$ cat config.mk
export PLATFORM = sky130hd
export DESIGN_NAME = preemptive_priority_scheduler
export DESIGN_NICKNAME = d
export VERILOG_FILES = /design/src/pps_pkg.sv /design/src/preemptive_priority_scheduler.sv /design/src/pps_slot_mem.sv /design/src/pps_cmp.sv
export SDC_FILE = /design/constraint.sdc
export NUM_CORES = 1
export LEC_CHECK = 0
export ABC_AREA = 0
export BUFFER_PORTS_ARGS = -buffer_cell sky130_fd_sc_hd__buf_2
export CORE_UTILIZATION = 25
export CTS_BUF_LIST = sky130_fd_sc_hd__clkbuf_8 sky130_fd_sc_hd__clkbuf_16
export CTS_CLUSTER_DIAMETER = 60
export CTS_CLUSTER_SIZE = 20
export DETAILED_ROUTE_END_ITERATION = 12
export SLEW_MARGIN = 20
export SYNTH_ARGS = -nofsm -noshare
export SYNTH_HDL_FRONTEND = slang
export SYNTH_HIERARCHICAL = 1
export SYNTH_SLANG_ARGS = --single-unit
$ cat constraint.sdc
create_clock -name clk -period 9 [get_ports clk]
set_input_delay 0 -clock clk [delete_from_list [all_inputs] [get_ports clk]]
set_output_delay 0 -clock clk [all_outputs]
set_load 0.03 [all_outputs]
$ cat src/pps_pkg.sv
`timescale 1ns / 1ps
`default_nettype none
// ----------------------------------------------------------------------------
// pps_pkg
// Shared types and field widths for the preemptive priority scheduler.
// ----------------------------------------------------------------------------
package pps_pkg;

  localparam int unsigned SLOT_W  = 3;
  localparam int unsigned ID_W    = 8;
  localparam int unsigned FIELD_W = 16;
  localparam int unsigned PRIO_W  = 8;

  localparam int unsigned IN_DATA_W  = 56;  // 51 bits of fields, padded to bytes
  localparam int unsigned OUT_DATA_W = 56;
  localparam int unsigned OUT_USER_W = 2;

  // command codes carried on in_tuser
  localparam logic CMD_LOAD = 1'b0;
  localparam logic CMD_TICK = 1'b1;

  // one task slot as held in the slot memory
  typedef struct packed {
    logic [ID_W-1:0]    task_id;
    logic [FIELD_W-1:0] arrival;
    logic [FIELD_W-1:0] burst;
    logic [FIELD_W-1:0] remaining;
    logic [PRIO_W-1:0]  prio;
  } slot_t;

endpackage
`default_nettype wire

$ cat src/preemptive_priority_scheduler.sv
`timescale 1ns / 1ps
`default_nettype none
// ----------------------------------------------------------------------------
// preemptive_priority_scheduler
// Preemptive priority scheduler over a table of task slots, with a sequencer
// that scans the slots through one shared compare unit.
// ----------------------------------------------------------------------------
//
//  channel | ports         | direction | content
//  --------+---------------+-----------+-------------------------------------
//  input   | in_t*         | slave     | load a slot or advance one tick
//  result  | out_t*        | master    | one transaction per tick, none per load
//
// A load is taken while idle, and the block stays ready for the next input.
// A tick first scans the slot memory, read one slot per cycle through its
// registered read port, then updates the winner in S_FIN and posts the
// result in S_OUT.
// Reset (rst_n low, synchronous) clears all slot valid bits and time to zero.
// A stalled result holds in the output register; loads and the scan of the
// next tick go on, only posting a new result waits for the register to drain.
// ----------------------------------------------------------------------------
module preemptive_priority_scheduler #(
  parameter int unsigned NUM_SLOTS = 8,
  parameter int unsigned TIME_BITS = 16
) (
  input  wire logic                            clk,
  input  wire logic                            rst_n,
  // in_tdata, low bit up: slot[3], task_id[8], arrival_time[16],
  // burst_length[16], task_priority[8], zero pad[5]
  input  wire logic                            in_tvalid,
  output logic                                 in_tready,
  input  wire logic [pps_pkg::IN_DATA_W-1:0]   in_tdata,
  // in_tuser: command[1] (0 load, 1 tick)
  input  wire logic                            in_tuser,
  output logic                                 out_tvalid,
  input  wire logic                            out_tready,
  // out_tdata, low bit up: running_id[8], tick_time[16], turnaround[16],
  // waiting[16]
  output logic [pps_pkg::OUT_DATA_W-1:0]       out_tdata,
  // out_tuser, low bit up: idle[1], finished[1]
  output logic [pps_pkg::OUT_USER_W-1:0]       out_tuser
);

  localparam int unsigned IDX_W = $clog2(NUM_SLOTS);
  localparam int unsigned CNT_W = IDX_W + 1;
  // working width for time arithmetic: covers both time and 16-bit fields
  localparam int unsigned TW = (TIME_BITS > pps_pkg::FIELD_W) ? TIME_BITS
                                                              : pps_pkg::FIELD_W;
  localparam logic [TIME_BITS-1:0] TIME_MAX = '1;

  typedef enum logic [1:0] {
    S_IDLE,
    S_SCAN,
    S_FIN,
    S_OUT
  } state_t;

  state_t                 state_r;
  logic [NUM_SLOTS-1:0]   valid_r;
  logic [TIME_BITS-1:0]   time_r;

  // scan control
  logic [CNT_W-1:0]       cnt_r;
  logic                   cmp_vld_r;
  logic [IDX_W-1:0]       cmp_idx_r;

  // best candidate so far
  logic                   found_r;
  pps_pkg::slot_t         best_r;
  logic [IDX_W-1:0]       best_idx_r;

  // completion bookkeeping
  logic                   fin_r;
  logic [TW-1:0]          tat_r;

  // output register
  logic                   out_valid_r;
  logic                   out_idle_r;
  logic                   out_fin_r;
  logic [pps_pkg::ID_W-1:0]    out_id_r;
  logic [pps_pkg::FIELD_W-1:0] out_time_r;
  logic [pps_pkg::FIELD_W-1:0] out_tat_r;
  logic [pps_pkg::FIELD_W-1:0] out_wait_r;

  // input field unpack
  logic [pps_pkg::SLOT_W-1:0]  in_slot;
  pps_pkg::slot_t              in_entry;
  logic                        in_fire;
  logic                        load_ok;

  assign in_slot            = in_tdata[2:0];
  assign in_entry.task_id   = in_tdata[10:3];
  assign in_entry.arrival   = in_tdata[26:11];
  assign in_entry.burst     = in_tdata[42:27];
  assign in_entry.remaining = in_tdata[42:27];
  assign in_entry.prio      = in_tdata[50:43];

  assign in_tready = (state_r == S_IDLE);
  assign in_fire   = in_tvalid && in_tready;
  assign load_ok   = in_fire && (in_tuser == pps_pkg::CMD_LOAD) &&
                     (32'(in_slot) < NUM_SLOTS);

  // memory ports
  logic                  mem_we;
  logic [IDX_W-1:0]      mem_waddr;
  pps_pkg::slot_t        mem_wdata;
  logic                  mem_re;
  pps_pkg::slot_t        mem_rdata;
  pps_pkg::slot_t        best_upd;
  logic                  scan_more;
  logic                  take;
  logic                  out_free;
  logic [TW-1:0]         cur_time;
  logic [TW-1:0]         done_time;

  assign scan_more = (cnt_r < CNT_W'(NUM_SLOTS));
  assign mem_re    = (state_r == S_SCAN) && scan_more;

  always_comb begin
    best_upd           = best_r;
    best_upd.remaining = best_r.remaining - pps_pkg::FIELD_W'(1);
    if (state_r == S_FIN) begin
      mem_we    = found_r;
      mem_waddr = best_idx_r;
      mem_wdata = best_upd;
    end else begin
      mem_we    = load_ok;
      mem_waddr = IDX_W'(in_slot);
      mem_wdata = in_entry;
    end
  end

  pps_slot_mem #(
    .NUM_SLOTS (NUM_SLOTS),
    .IDX_W     (IDX_W)
  ) u_mem (
    .clk   (clk),
    .we    (mem_we),
    .waddr (mem_waddr),
    .wdata (mem_wdata),
    .re    (mem_re),
    .raddr (cnt_r[IDX_W-1:0]),
    .rdata (mem_rdata)
  );

  assign cur_time = TW'(time_r);

  pps_cmp #(
    .TW (TW)
  ) u_cmp (
    .cand_valid (cmp_vld_r && valid_r[cmp_idx_r]),
    .cand       (mem_rdata),
    .cur_time   (cur_time),
    .found      (found_r),
    .best       (best_r),
    .take       (take)
  );

  // completion time saturates at the top of the time range
  assign done_time = (time_r < TIME_MAX) ? (cur_time + TW'(1)) : cur_time;
  assign out_free  = !out_valid_r || out_tready;

  always_ff @(posedge clk) begin
    if (!rst_n) begin
      state_r     <= S_IDLE;
      valid_r     <= '0;
      time_r      <= '0;
      out_valid_r <= 1'b0;
      cnt_r       <= '0;
      cmp_vld_r   <= 1'b0;
      found_r     <= 1'b0;
      fin_r       <= 1'b0;
    end else begin
      // in S_OUT the output register is refilled below instead
      if (out_valid_r && out_tready && (state_r != S_OUT)) begin
        out_valid_r <= 1'b0;
      end
      case (state_r)
        S_IDLE: begin
          if (load_ok) begin
            valid_r[IDX_W'(in_slot)] <= 1'b1;
          end
          if (in_fire && (in_tuser == pps_pkg::CMD_TICK)) begin
            cnt_r     <= '0;
            cmp_vld_r <= 1'b0;
            found_r   <= 1'b0;
            state_r   <= S_SCAN;
          end
        end
        S_SCAN: begin
          // read of slot cnt issues now, its compare runs next cycle
          cmp_vld_r <= scan_more;
          cmp_idx_r <= cnt_r[IDX_W-1:0];
          if (scan_more) begin
            cnt_r <= cnt_r + CNT_W'(1);
          end
          if (take) begin
            found_r    <= 1'b1;
            best_r     <= mem_rdata;
            best_idx_r <= cmp_idx_r;
          end
          if (!scan_more) begin
            state_r <= S_FIN;
          end
        end
        S_FIN: begin
          // winner's remaining service is written back by the memory port
          fin_r   <= found_r && (best_upd.remaining == '0);
          tat_r   <= done_time - TW'(best_r.arrival);
          state_r <= S_OUT;
        end
        S_OUT: begin
          if (out_free) begin
            out_valid_r <= 1'b1;
            out_idle_r  <= !found_r;
            out_fin_r   <= fin_r;
            out_id_r    <= found_r ? best_r.task_id : '0;
            out_time_r  <= cur_time[pps_pkg::FIELD_W-1:0];
            out_tat_r   <= fin_r ? tat_r[pps_pkg::FIELD_W-1:0] : '0;
            if (fin_r && (tat_r >= TW'(best_r.burst))) begin
              out_wait_r <= pps_pkg::FIELD_W'(tat_r - TW'(best_r.burst));
            end else begin
              out_wait_r <= '0;
            end
            if (time_r < TIME_MAX) begin
              time_r <= time_r + TIME_BITS'(1);
            end
            state_r <= S_IDLE;
          end
        end
        default: begin
          state_r <= S_IDLE;
        end
      endcase
    end
  end

  assign out_tvalid = out_valid_r;
  assign out_tdata  = {out_wait_r, out_tat_r, out_time_r, out_id_r};
  assign out_tuser  = {out_fin_r, out_idle_r};

endmodule
`default_nettype wire

$ cat src/pps_slot_mem.sv
`timescale 1ns / 1ps
`default_nettype none
// ----------------------------------------------------------------------------
// pps_slot_mem
// Task slot storage: one write port, one read port with registered data.
// ----------------------------------------------------------------------------
module pps_slot_mem #(
  parameter int unsigned NUM_SLOTS = 8,
  parameter int unsigned IDX_W     = 3
) (
  input  wire logic               clk,
  input  wire logic               we,
  input  wire logic [IDX_W-1:0]   waddr,
  input  wire pps_pkg::slot_t     wdata,
  input  wire logic               re,
  input  wire logic [IDX_W-1:0]   raddr,
  output pps_pkg::slot_t          rdata
);

  pps_pkg::slot_t mem [NUM_SLOTS];
  pps_pkg::slot_t rdata_r;

  always_ff @(posedge clk) begin
    if (we) begin
      mem[waddr] <= wdata;
    end
    if (re) begin
      rdata_r <= mem[raddr];
    end
  end

  assign rdata = rdata_r;

endmodule
`default_nettype wire

$ cat src/pps_cmp.sv
`timescale 1ns / 1ps
`default_nettype none
// ----------------------------------------------------------------------------
// pps_cmp
// Shared candidate compare: is the slot ready, and does it beat the best so far.
// ----------------------------------------------------------------------------
module pps_cmp #(
  parameter int unsigned TW = 16
) (
  input  wire logic            cand_valid,
  input  wire pps_pkg::slot_t  cand,
  input  wire logic [TW-1:0]   cur_time,
  input  wire logic            found,
  input  wire pps_pkg::slot_t  best,
  output logic                 take
);

  logic ready;
  logic better;

  always_comb begin
    ready  = cand_valid && (cand.remaining != '0) &&
             (TW'(cand.arrival) <= cur_time);
    // lower priority number first, then earlier arrival; equal keeps lower slot
    better = (cand.prio < best.prio) ||
             ((cand.prio == best.prio) && (cand.arrival < best.arrival));
    take   = ready && (!found || better);
  end

endmodule
`default_nettype wire
==> impl_metrics.env <==
export IMPL_worst_skew_pair_late_latency_ns=0.62
export IMPL_hold_class="primary input to flip-flop"
export IMPL_fin_crit_sh_pct=45.5
export IMPL_maxCapViolCount=0
export IMPL_setup_ws_ns=4.91
export IMPL_pwr_share_seq_pct=55.8
export IMPL_synthMostInstantiatedCell="edfxtp_1"
export IMPL_drive_gt1_share_pct=24.6
export IMPL_dieArea_sq_mm=0.127
export IMPL_cts_hold_buffers=63
export IMPL_routed_wl_um=71600
export IMPL_core_area_sq_mm=0.124
export IMPL_synthToLayoutAreaGrowth_pct=15.4
export IMPL_synth_edf_count=720
export IMPL_die_y_um=357
export IMPL_fin_skew_ns=0.0413
export IMPL_final_cells=3629
export IMPL_finalSetupTns_ns=0
export IMPL_clkTransAtPathRegs_ns=0.08
export IMPL_worstHoldStart="in_tdata[28]"
export IMPL_preCtsSetupSlack_ns=4.87
export IMPL_avgSynthCellArea_sq_um=17.8
export IMPL_reg2reg_depth=12
export IMPL_hold_depth=3
export IMPL_numCtsBuffers=52
export IMPL_setup_violations=0
export IMPL_synth_area_leaders="edfxtp_1 (69%), mux4_2 (9.3%), mux2_2 (4.1%)"
export IMPL_rsz0062_at_grt="no"
export IMPL_power_leakage_nw=11.6
export IMPL_arrival_ns=4.57
export IMPL_rr_endpoint="tat_r[11]"
export IMPL_synth_cell_types=66
export IMPL_grtUsageTotal_pct=11.1
export IMPL_place_area_sq_mm=0.0340
export IMPL_syn_cell_area_sq_mm=0.0314
export IMPL_grt_antenna_before_repair=9
export IMPL_num_rows=129
export IMPL_synth_yosys_seq_area_share_pct=70.9
export IMPL_num_vias=16100
export IMPL_pwr_density_cell_mw_per_mm2=217
export IMPL_dr_pass1_iters=5
export IMPL_grt_max_degree=94
export IMPL_min_period_ns=4.09
export IMPL_syn_inst=1765
export IMPL_p_total_w=0.00788
export IMPL_async_reset_ff_share_pct=0
export IMPL_grt_pass1_wl_um=105000
export IMPL_hpwl_um=44400
export IMPL_place_congestion=0.796
export IMPL_nNetsFinal=2094
export IMPL_switchingPower_w=0.00203
export IMPL_die_x_um=357
export IMPL_final_max_slew_violation_count=0
export IMPL_cts_tree="done"
export IMPL_synth_seq_cells=754
export IMPL_synth_main_ff_cell="edfxtp_1"
export IMPL_intPower_w=0.00585
export IMPL_initial_utilization_pct=25.3
export IMPL_synth_fp_nets=1906
export IMPL_cp_required_ns=9.47
export IMPL_r2r_slack_ns=4.91
export IMPL_drc_errors=0
export IMPL_via_per_inst=4.42
export IMPL_cts_resized=0
export IMPL_fmax_mhz=244
export IMPL_synth_top_area_share_pct=68.8
export IMPL_clock_path_buffers=3
export IMPL_wl_per_cell_um=19.7
export IMPL_fin_area_sq_mm=0.0363
export IMPL_yosysWarnings=6
export IMPL_whs_endpoint="u_mem/mem[3][25]"
export IMPL_start_kind="flip-flop"
export IMPL_switching_share_pct=25.8
export IMPL_critical_path_endpoint_type="flip-flop"
export IMPL_worstMarginPinSlew_ns=1.07
export IMPL_cts_setup_buffers=0
export IMPL_grt_pass1_vias=16200
export IMPL_crit_path_max_fanout=11
export IMPL_clkPwrFrac_pct=30.0
export IMPL_synth_top_cells_by_count="edfxtp_1 (720), mux4_2 (130), mux2_2 (114), inv_1 (91), nor2_1 (83)"
export IMPL_critPathKind="flip-flop to flip-flop"
export IMPL_postRouteAntennaNets=0
export IMPL_yosysTopAreaCell="edfxtp_1"
export IMPL_io_buffers=115
export IMPL_cts_root_buf="clkbuf_16"
export IMPL_timing_rr_start="cur_time[3]"
export IMPL_power_frac_comb_pct=14.2
export IMPL_status="complete, no violations"
export IMPL_drt_initial_drc_count=1177
export IMPL_grt_remaining_overflow=0
export IMPL_htree_levels=2
export IMPL_finalHoldViolations=0
export IMPL_dp_cells=3472
export IMPL_ir_drop_v=0.000162
export IMPL_ios=121
export IMPL_maxSlewHeadroom_pct=28.7
export IMPL_cts_sinks=754
-- flip-flops by register name, summed over array words and instances, names as in the netlist, 16 cells and up --
name,cells
out_time_r,16
u_mem/mem,512
best_r,64
tat_r,16
u_mem/rdata,64
out_tat_r,16
cur_time,16
out_wait_r,16
-- logic make-up (layout without fill, tap and decap cells) --
logic type / Yosys count / count (layout) / synth area share, %
AO/OA/AOI/OAI: 189 / 189 / 3.96
multiplexers: 250 / 250 / 13.6
XOR/XNOR: 47 / 47 / 1.31
AND/OR/NAND/NOR: 290 / 290 / 4.70
flip-flops: 754 / 754 / 70.9
other: 0 / 3 / 0
buffers and inverters: 155 / 379 / 2.22
adder cells (fa/ha/maj): 80 / 80 / 3.23
-- critical path, stage by stage, from the launching register on --
cell and delay, ns:
dfxtp_1 0.53, nand3_2 0.17, or3_4 0.45, or3_4 0.49
nand2_1 0.23, nor2_1 0.08, xor2_1 0.15, ha_1 0.25
a2111o_1 0.44, o2111ai_1 0.22, a21boi_0 0.20, or4b_2 0.64
nand3_1 0.13
-- worst max path at each step --
stage | startpoint | end | slack (ns) | cells past startpoint
2_1_floorplan | state_r[0] | u_mem/mem[4][0] | 2.49 | 6
3_3_place_gp | cur_time[3] | tat_r[11] | 4.87 | 12
3_5_place_dp | cur_time[3] | tat_r[11] | 4.87 | 12
4_1_cts | cur_time[3] | tat_r[11] | 4.89 | 12
5_1_grt | cur_time[3] | tat_r[14] | 4.63 | 12
6_report | cur_time[3] | tat_r[11] | 4.91 | 12
-- placed cells by master (no fill, tap or decap), types with 17 or more instances in the layout --
master / count
nand2_1: 49
mux2_2: 114
buf_2: 115
mux4_2: 130
a21oi_1: 47
edfxtp_1: 720
nand4_1: 17
clkbuf_16: 53
xnor2_1: 25
ha_1: 77
nor3_1: 19
dlygate4sd3_1: 63
xor2_1: 22
inv_1: 102
dfxtp_1: 31
nand3_1: 19
and2_1: 36
buf_4: 18
o21ai_0: 36
nor2_1: 76
-- routing by layer --
metal	part of all wire, %	vias up	track usage, %
met3	5.0	73	1.81
met5	0.074	-	0
li1	-	7322	-
met1	47	8300	15.6
met2	46	347	17.8
met4	1.6	8	2.48
-- metrics by stage --
step	utilization (%)	hold WS, ns
finish	29.2	0.0611
global route	29.2	0.0966
CTS	29.2	0.0448
detailed placement	27.3	0.346
global placement	27.3	0.337
floorplan	-	0.171
-- power groups by stage --
stage,Sequential [W],Combinational (W),Clock (W)
final,0.00439,0.00112,0.00236
after global routing,0.00442,0.00123,0.00255
after CTS,0.00440,0.00114,0.00244
after detailed placement,0.00448,0.00111,0
after global placement,0.00447,0.00110,0
after floorplan,0.00445,0.000796,0
-- layout make-up --
cell class	count	area, sq um
Antenna cell	3	7.51
Clock buffer	56	1370
Clock inverter	34	292
Fill cell	12300	88000
Inverter	91	342
Multi-Input combinational cell	856	8530
Sequential cell	754	22300
Tap cell	1637	2050
Timing Repair Buffer	198	1390
Power figures use the tool's default switching activity.
